[config.mk]
export PLATFORM = sky130hd
export DESIGN_NAME = markup_attribute_tokenizer
export DESIGN_NICKNAME = d
export VERILOG_FILES = /design/src/rtl/mat_pkg.sv /design/src/rtl/markup_attribute_tokenizer.sv
export SDC_FILE = /design/constraint.sdc
export NUM_CORES = 1
export LEC_CHECK = 0
export ABC_AREA = 1
export BUFFER_PORTS_ARGS = -buffer_cell sky130_fd_sc_hd__buf_4
export CAP_MARGIN = 20
export CORE_AREA = 4 4 113 115
export CTS_BUF_LIST = sky130_fd_sc_hd__clkbuf_16
export DETAILED_ROUTE_END_ITERATION = 7
export DIE_AREA = 0 0 117 119
export SYNTH_ARGS = -nofsm -noshare
export SYNTH_HDL_FRONTEND = slang
export SYNTH_SLANG_ARGS = --single-unit
export TNS_END_PERCENT = 1
[constraint.sdc]
create_clock -name i_clk -period 8.5 [get_ports i_clk]
set_input_delay 1.275 -clock i_clk [delete_from_list [all_inputs] [get_ports i_clk]]
set_output_delay 1.275 -clock i_clk [all_outputs]
set_load 0.01 [all_outputs]
[src/rtl/mat_pkg.sv]
// shared types and character codes for the markup attribute tokenizer
`default_nettype none

package mat_pkg;

    localparam int QDEPTH = 4;

    localparam logic [7:0] CH_GT    = 8'h3E;
    localparam logic [7:0] CH_EQ    = 8'h3D;
    localparam logic [7:0] CH_DQ    = 8'h22;
    localparam logic [7:0] CH_SQ    = 8'h27;
    localparam logic [7:0] CH_BS    = 8'h5C;
    localparam logic [7:0] CH_SLASH = 8'h2F;
    localparam logic [7:0] CH_DASH  = 8'h2D;
    localparam logic [7:0] CH_SP    = 8'h20;
    localparam logic [7:0] CH_LF    = 8'h0A;
    localparam logic [7:0] CH_TAB   = 8'h09;

    typedef enum logic [1:0] {
        PH_NAME  = 2'd0,
        PH_SEEK  = 2'd1,
        PH_VALUE = 2'd2
    } t_phase;

    localparam logic [1:0] K_NAME     = 2'd0;
    localparam logic [1:0] K_VALUE    = 2'd1;
    localparam logic [1:0] K_ATTR_END = 2'd2;
    localparam logic [1:0] K_LIST_END = 2'd3;

    typedef struct packed {
        logic [1:0] kind;
        logic [7:0] char_out;
        logic       simple_tag;
        logic       last;
    } t_result;

    function automatic logic closes_simple(input logic [7:0] p);
        closes_simple = (p == CH_SLASH) || (p == CH_DASH);
    endfunction

endpackage

`default_nettype wire

[src/rtl/markup_attribute_tokenizer.sv]
// markup attribute tokenizer: one tag byte in, up to two tokens out per beat
// output: tokens are written into a registered result queue and presented from its head
// throughput: one input beat per cycle while the input is not stalled; a four-entry result queue absorbs
//   two-token beats and stalls the input only while more than two tokens wait
// reset: synchronous active-low; phase returns to name, queue empties
`default_nettype none

module markup_attribute_tokenizer
    import mat_pkg::*;
(
    input  wire logic       i_clk,
    input  wire logic       i_rst_n,
    input  wire logic       i_in_valid,
    output logic            o_in_stall,
    input  wire logic [7:0] i_byte_req,
    input  wire logic       i_end_of_input,
    output logic            o_out_valid,
    input  wire logic       i_out_stall,
    output logic [1:0]      o_kind,
    output logic [7:0]      o_char_out,
    output logic            o_simple_tag,
    output logic            o_last
);

    localparam int PW = $clog2(QDEPTH);
    localparam int CW = $clog2(QDEPTH + 1);

    t_phase     r_phase, n_phase;
    logic [7:0] r_prev, n_prev;
    logic [7:0] r_quote, n_quote;
    logic       r_name_started, n_name_started;

    t_result    r_queue [QDEPTH];
    logic [PW-1:0] r_wr_ptr, r_rd_ptr;
    logic [CW-1:0] r_count;

    logic       in_acc, out_acc;
    t_result    res0, res1;
    logic [1:0] res_cnt;
    logic       is_ws, is_gt, is_bs, p_bs;

    assign in_acc  = i_in_valid && !o_in_stall;
    assign out_acc = o_out_valid && !i_out_stall;
    assign is_ws   = (i_byte_req == CH_SP) || (i_byte_req == CH_LF) || (i_byte_req == CH_TAB);
    assign is_gt   = (i_byte_req == CH_GT);
    assign is_bs   = (i_byte_req == CH_BS);
    assign p_bs    = (r_prev == CH_BS);

    // next state
    always_comb begin
        n_phase        = r_phase;
        n_prev         = r_prev;
        n_quote        = r_quote;
        n_name_started = r_name_started;
        if (in_acc) begin
            if (i_end_of_input) begin
                n_phase        = PH_NAME;
                n_prev         = '0;
                n_quote        = '0;
                n_name_started = 1'b0;
            end else begin
                unique case (r_phase)
                    PH_SEEK: begin
                        if (i_byte_req == CH_DQ || i_byte_req == CH_SQ) begin
                            n_quote = i_byte_req;
                            n_phase = PH_VALUE;
                            n_prev  = '0;
                        end else if (is_gt) begin
                            n_phase        = PH_NAME;
                            n_prev         = '0;
                            n_quote        = '0;
                            n_name_started = 1'b0;
                        end else begin
                            n_prev = i_byte_req;
                        end
                    end
                    PH_VALUE: begin
                        if ((is_gt && !p_bs) || (i_byte_req == r_quote)) begin
                            n_phase        = PH_NAME;
                            n_prev         = '0;
                            n_quote        = '0;
                            n_name_started = 1'b0;
                        end else if ((is_bs || is_gt) && p_bs) begin
                            n_prev = '0;
                        end else begin
                            n_prev = i_byte_req;
                        end
                    end
                    default: begin
                        if (is_gt || (i_byte_req == CH_EQ && !r_name_started)) begin
                            n_phase        = PH_NAME;
                            n_prev         = '0;
                            n_quote        = '0;
                            n_name_started = 1'b0;
                        end else if (i_byte_req == CH_EQ) begin
                            n_phase = PH_SEEK;
                            n_prev  = i_byte_req;
                        end else begin
                            if (!is_ws) begin
                                n_name_started = 1'b1;
                            end
                            n_prev = i_byte_req;
                        end
                    end
                endcase
            end
        end
    end

    // tokens for the current beat
    always_comb begin
        res0    = '0;
        res1    = '0;
        res_cnt = 2'd0;
        if (i_end_of_input) begin
            if (r_phase != PH_NAME || r_name_started) begin
                res0.kind = K_ATTR_END;
                res1.kind = K_LIST_END;
                res_cnt   = 2'd2;
            end else begin
                res0.kind = K_LIST_END;
                res_cnt   = 2'd1;
            end
        end else begin
            unique case (r_phase)
                PH_SEEK: begin
                    if (is_gt) begin
                        res0.kind       = K_ATTR_END;
                        res1.kind       = K_LIST_END;
                        res1.simple_tag = closes_simple(r_prev);
                        res_cnt         = 2'd2;
                    end
                end
                PH_VALUE: begin
                    if (is_gt && !p_bs) begin
                        res0.kind       = K_ATTR_END;
                        res1.kind       = K_LIST_END;
                        res1.simple_tag = closes_simple(r_prev);
                        res_cnt         = 2'd2;
                    end else if (i_byte_req == r_quote) begin
                        res0.kind = K_ATTR_END;
                        res_cnt   = 2'd1;
                    end else if (i_byte_req == CH_LF || i_byte_req == CH_TAB) begin
                        res_cnt = 2'd0;
                    end else if (is_bs && !p_bs) begin
                        res_cnt = 2'd0;
                    end else if ((is_bs || is_gt) && p_bs) begin
                        res0.kind     = K_VALUE;
                        res0.char_out = i_byte_req;
                        res_cnt       = 2'd1;
                    end else if (p_bs) begin
                        res0.kind     = K_VALUE;
                        res0.char_out = CH_BS;
                        res1.kind     = K_VALUE;
                        res1.char_out = i_byte_req;
                        res_cnt       = 2'd2;
                    end else begin
                        res0.kind     = K_VALUE;
                        res0.char_out = i_byte_req;
                        res_cnt       = 2'd1;
                    end
                end
                default: begin
                    if (is_gt) begin
                        if (r_name_started) begin
                            res0.kind       = K_ATTR_END;
                            res1.kind       = K_LIST_END;
                            res1.simple_tag = closes_simple(r_prev);
                            res_cnt         = 2'd2;
                        end else begin
                            res0.kind       = K_LIST_END;
                            res0.simple_tag = closes_simple(r_prev);
                            res_cnt         = 2'd1;
                        end
                    end else if (i_byte_req == CH_EQ) begin
                        if (!r_name_started) begin
                            res0.kind = K_LIST_END;
                            res_cnt   = 2'd1;
                        end
                    end else if (!is_ws) begin
                        res0.kind     = K_NAME;
                        res0.char_out = i_byte_req;
                        res_cnt       = 2'd1;
                    end
                end
            endcase
        end
        res0.last = (res_cnt == 2'd1);
        res1.last = (res_cnt == 2'd2);
    end

    always_ff @(posedge i_clk) begin
        if (!i_rst_n) begin
            r_phase        <= PH_NAME;
            r_prev         <= '0;
            r_quote        <= '0;
            r_name_started <= 1'b0;
        end else begin
            r_phase        <= n_phase;
            r_prev         <= n_prev;
            r_quote        <= n_quote;
            r_name_started <= n_name_started;
        end
    end

    // result queue
    always_ff @(posedge i_clk) begin
        if (in_acc && res_cnt != 2'd0) begin
            r_queue[r_wr_ptr] <= res0;
        end
        if (in_acc && res_cnt == 2'd2) begin
            r_queue[r_wr_ptr + PW'(1)] <= res1;
        end
    end

    always_ff @(posedge i_clk) begin
        if (!i_rst_n) begin
            r_wr_ptr <= '0;
            r_rd_ptr <= '0;
            r_count  <= '0;
        end else begin
            if (in_acc) begin
                r_wr_ptr <= r_wr_ptr + PW'(res_cnt);
            end
            if (out_acc) begin
                r_rd_ptr <= r_rd_ptr + PW'(1);
            end
            r_count <= r_count + (in_acc ? CW'(res_cnt) : CW'(0)) - (out_acc ? CW'(1) : CW'(0));
        end
    end

    assign o_in_stall   = (r_count > CW'(QDEPTH - 2));
    assign o_out_valid  = (r_count != '0);
    assign o_kind       = r_queue[r_rd_ptr].kind;
    assign o_char_out   = r_queue[r_rd_ptr].char_out;
    assign o_simple_tag = r_queue[r_rd_ptr].simple_tag;
    assign o_last       = r_queue[r_rd_ptr].last;

`ifndef SYNTH
    a_count_bound: assert property (@(posedge i_clk) disable iff (!i_rst_n)
        r_count <= CW'(QDEPTH))
        else $error("result queue overflow");

    a_eoi_resets: assert property (@(posedge i_clk) disable iff (!i_rst_n)
        in_acc && i_end_of_input |=> r_phase == PH_NAME && !r_name_started)
        else $error("end of input did not reset the tokenizer");

    a_attr_open: assert property (@(posedge i_clk) disable iff (!i_rst_n)
        r_phase != PH_NAME |-> r_name_started)
        else $error("seek or value phase without a name");

    a_list_end_last: assert property (@(posedge i_clk) disable iff (!i_rst_n)
        o_out_valid && o_kind == K_LIST_END |-> o_last)
        else $error("list end is not the final token of its beat");
`endif

endmodule

`default_nettype wire
### Word level (Yosys, flattened, before mapping)

Memories as Yosys holds them, arrays and structs flattened. A register that Yosys moved wholly into a read port is not among the register bits.
Index checks and enable logic that the tools add are counted.

* memory bits (writable): 48
* memories kept: 1
* bits in registers: 26

Memories
* r_queue: depth 4, bits a word 12, read ports 1, clocked after memory_dff 1, write ports 2, RTL line markup_attribute_tokenizer.sv:33 `t_result r_queue [QDEPTH];`

* eq/ne operators: 22
* add/sub/neg operators: 5
* multiplexer cells: 94
* magnitude comparators: 1
* reductions and logical operators: 30

Operators by type and width (count)
* 8-bit 2-to-1 mux: 20
* 9-bit 2-to-1 mux: 9
* 2-bit 2-to-1 mux: 33
* 8-bit by 6-bit == test with 1-bit output (second input constant): 7
* 8-bit one-hot mux with 2 select lines: 3
* 1-bit 2-to-1 mux: 23
* 8-bit by 4-bit == test with 1-bit output (second input constant): 2
* 8-bit by 7-bit == test with 1-bit output (second input constant): 2
* 2-bit one-hot mux with 2 select lines: 4
* 1-bit logical OR: 9
* 3-bit != test (second input constant): 3
* 8-bit == test: 1
* 1-bit logical AND: 8
* 4-bit AND reduction: 2
* 6-bit AND reduction: 1
* 5-bit by 2-bit != test with 1-bit output (second input constant): 1
* 5-bit by 3-bit != test with 1-bit output (second input constant): 1
* 5-bit nonzero test: 1
* 2-bit by 1-bit adder with 2-bit output (second input constant): 2
* 2-bit by 1-bit == test with 1-bit output (second input constant): 2
* 2-bit == test (second input constant): 2
* 1-bit logical NOT: 4
* 4-bit != test (second input constant): 1
* 1-bit one-hot mux with 2 select lines: 2
* 8 further kinds: 9

### Longest topological paths before layout

* word-level depth: 14
* mapped depth: 23

### Least setup slack after synthesis

OpenSTA, ideal clock, no wires.

* path type: input -> register
* from: input port i_byte_req[1]
* to: register r_count[2]
* path slack: 4.969 ns
* data required time: 8.372 ns
* library setup time: 0.128 ns
* arrival: 3.404 ns
* stages on the path: 18
* buffers on the path: 1
* cells stage by stage: buf_6 -> or2_0 -> a21oi_1 -> nand3_2 -> nand2_1 -> nand2_1 -> nand2_1 -> nand2_2 -> nand2_4 -> nand3_1 -> ha_1 -> inv_1 -> ha_1 -> inv_1 -> fa_1 -> xor2_1 -> inv_1 -> nor2_1

* longest elaborated chain between the ends: 13

Ends and longest elaborated chain
* from (decl): RTL line markup_attribute_tokenizer.sv:15 `input wire logic [7:0] i_byte_req,`
* 8-bit by 7-bit == test with 1-bit output / 8-bit by 6-bit == test with 1-bit output (equally long branches): RTL line markup_attribute_tokenizer.sv:46, markup_attribute_tokenizer.sv:45
* 1-bit logical OR: RTL line markup_attribute_tokenizer.sv:147 `end else if ((is_bs || is_gt) && p_bs) begin`
* 1-bit logical AND: RTL line markup_attribute_tokenizer.sv:147
* 2-bit 2-to-1 mux: RTL line markup_attribute_tokenizer.sv:147
* 2-bit 2-to-1 mux: RTL line markup_attribute_tokenizer.sv:145 `end else if (is_bs && !p_bs) begin`
* 2-bit 2-to-1 mux: RTL line markup_attribute_tokenizer.sv:143 `end else if (i_byte_req == CH_LF || i_byte_req == CH_TAB) begin`
* 2-bit 2-to-1 mux: RTL line markup_attribute_tokenizer.sv:140 `end else if (i_byte_req == r_quote) begin`
* 2-bit 2-to-1 mux: RTL line markup_attribute_tokenizer.sv:135 `if (is_gt && !p_bs) begin`
* 2-bit one-hot mux with 2 select lines (*): RTL line markup_attribute_tokenizer.sv:125 `unique case (r_phase)`
* 2-bit 2-to-1 mux (*): RTL line markup_attribute_tokenizer.sv:115 `if (i_end_of_input) begin`
* 2-bit 2-to-1 mux (*): RTL line markup_attribute_tokenizer.sv:228 `r_count <= r_count + (in_acc ? CW'(res_cnt) : CW'(0)) - (out_acc ? CW'(1) : CW'(0));`
* 3-bit by 2-bit adder with 3-bit output (*): RTL line markup_attribute_tokenizer.sv:228
* 3-bit by 1-bit subtractor with 3-bit output (*): RTL line markup_attribute_tokenizer.sv:228
* to (signal assigned): RTL line markup_attribute_tokenizer.sv:228
* to (decl): RTL line markup_attribute_tokenizer.sv:35 `logic [CW-1:0] r_count;`

Every way passes the cells marked *; elsewhere a longest branch is shown, timed or not.
A chain may end at the register's enable or synchronous reset.

==> metrics.yaml <==
cts_tree: "built"
drc_errors: 0
totalWireLength_um: 12800
fmax_ghz: 0.277
hold_violations: 0
setup_viol: 0
drtIter0Drc: 328
area_delta_synth_final_pct: 10.7
cts_setup_buffers: 0
clock_latency_ns: 0.35
overflow: 0
dieArea_um2: 13900
tightest_slew_ns: 0.876
path_class: "input port to flip-flop"
core_um2: 11800
synth_edf_count: 48
io_buffers: 26
ys_async_sr_fraction_pct: 0
holdWs_ns: 0.449
synthTopCellsByCount: "nand2_1, nor2_1, edfxtp_1"
synth.most_common_cell: "nand2_1"
cap_violations: 0
end_kind: "flip-flop"
min_path_type: "flip-flop to flip-flop"
die_y_um: 119
track_usage_pct: 19.4
yosysSeqAreaShare_pct: 43.5
place_congestion: 0.934
leakagePower_nw: 2.13
ir_drop_v: 0.0000783
drv_slew: 0
tns_ns: 0
antenna_cells: 0
clk_pin_slew_ns: 0.06
synthCells: 579
cp.arrival_ns: 3.59
r2r_slack_ns: 5.39
dpl.hpwl_um: 9930
post-place-ws_ns: 4.59
firstDrtPassIters: 5
grt_pass1_vias: 3818
finClkSkew_ns: 0.00634
drive_gt1_share_pct: 14.5
ys_ff_latch: 76
yosys.cell_types.count: 41
yosysTopAreaCell: "edfxtp_1"
clock-sinks: 76
hold_buffers: 0
relSlewSlack_pct: 41.4
detail_route.wl_per_cell_um: 17.2
clk_path_buf_depth: 2
synth-warning-count: 0
start_util_pct: 39.0
crit_fanout: 40
grt_max_degree: 42
cts_buffers: 9
start_kind: "input port"
antenna_found_initial: 0
ys.flop_type: "edfxtp_1"
period_share_pct: 42.4
ios: 27
fin_util_pct: 43.1
rows: 40
vias_per_cell: 5.40
vias: 4004
antenna_left: 0
p_total_mw: 1.31
netlist_area_um2: 4600
nNetsFinal: 610
required_ns: 8.48
synth_area_per_cell_um2: 7.95
rsz0062_at_grt: "false"
power_density_nw_per_um2: 256
syn_nets: 600
cts-root-buf: "clkbuf_16"
period_needed_ns: 3.61
synth.area.top_cells: "edfxtp_1, dfxtp_1, nand2_1"
outcome: "complete, no violations"
cts.repair.resized: 0
die_x_um: 117
synth_top_cell_area_share_pct: 31.3
setup_ws_ns: 4.89
htree_levels: 3
grt_pass1_wl_um: 20300
## area by class of cell
type / instances / area, um^2
Clock buffer: 9 / 225
Clock inverter: 7 / 67.6
Fill cell: 1215 / 6720
Inverter: 51 / 193
Multi-Input combinational cell: 424 / 2220
Sequential cell: 76 / 2000
Tap cell: 147 / 184
Timing Repair Buffer: 27 / 203
## worst max-delay path, cell delays in order
cell	delay, ns
buf_4	0.15
inv_2	0.09
nand2_1	0.07
nor2_2	0.13
nand2_4	0.11
clkinv_2	0.13
nand2_2	0.09
nand3_1	0.09
nand2_1	0.09
nand3_2	0.12
nand2_2	0.07
inv_2	0.52
nand3_4	0.18
nand2_1	0.44
## metrics by stage
step	instances	area (um^2)
2_1_floorplan	579	4600
3_3_place_gp	725	4800
3_5_place_dp	725	4800
4_1_cts	741	5090
5_1_grt	741	5090
6_report	741	5090
## kinds of logic (layout without fill, tap and decap cells)
| kind of cell | count (synthesis) | count (layout) | share of synthesized area (%) |
|---|---|---|---|
| AO/OA/AOI/OAI | 84 | 84 | 9.79 |
| XOR/XNOR | 9 | 9 | 1.71 |
| adder cells (fa/ha/maj) | 8 | 8 | 2.34 |
| buffers and inverters | 79 | 94 | 8.21 |
| flip-flops | 76 | 76 | 43.5 |
| AND/OR/NAND/NOR | 323 | 323 | 34.4 |
## cell usage in the layout (no fill, tap or decap)
master / netlist / routed
or2_0: 2 / 2
nor3_1: 6 / 6
nand2_4: 2 / 2
xnor2_1: 5 / 5
a21oi_1: 28 / 28
inv_1: 35 / 35
nand4_1: 44 / 44
nand3b_1: 2 / 2
nor2_2: 3 / 3
buf_4: 1 / 27
nand2_8: 1 / 1
o22ai_1: 12 / 12
clkinv_4: 0 / 2
nor2_4: 2 / 2
nand4_2: 1 / 1
nor4b_1: 1 / 1
o2111ai_1: 4 / 4
nand3_4: 4 / 4
nand2_1: 149 / 149
dfxtp_1: 28 / 28
o21ai_0: 37 / 37
clkinv_2: 1 / 4
or2_1: 1 / 1
clkinvlp_2: 0 / 1
clkbuf_16: 0 / 9
ha_1: 7 / 7
nand3_1: 27 / 27
nor2_1: 62 / 62
inv_2: 14 / 14
clkinv_1: 1 / 1
nand3_2: 3 / 3
bufinv_16: 0 / 1
fa_1: 1 / 1
nand2_2: 7 / 7
nor4_2: 5 / 5
nor4_1: 1 / 1
xor2_1: 4 / 4
o21ai_1: 3 / 3
edfxtp_1: 48 / 48
## metal layers
metal	up-vias	wire, um	global-route usage (%)
met5	-	0	0
met2	138	6400	32.6
met3	26	666	3.96
met4	0	387	8.46
li1	1996	-	-
met1	1844	5310	23.6
## worst paths after layout
path | startpoint | to | cells after the start
worst min-delay path | r_quote[4] | r_quote[4] | 2
worst min register to register | r_quote[4] | r_quote[4] | 2
worst max-delay path | i_byte_req[0] | r_queue[1][7] | 14
worst max register to register | r_phase[0] | r_queue[1][7] | 12
## registers in the layout (all words and copies together), names as in the netlist, named ones only
| register | flops |
|---|---|
| r_queue | 48 |
| r_prev | 8 |
| r_quote | 8 |
| r_count | 3 |
| r_phase | 2 |
| r_rd_ptr | 2 |
| r_wr_ptr | 2 |
| r_name_started | 1 |
## where the power goes
part / internal (mW) / switching [mW] / total [mW]
Sequential: 0.460 / 0.0235 / 0.483
Combinational: 0.144 / 0.308 / 0.451
Clock: 0.225 / 0.146 / 0.372
Power figures use the tool's default switching activity.
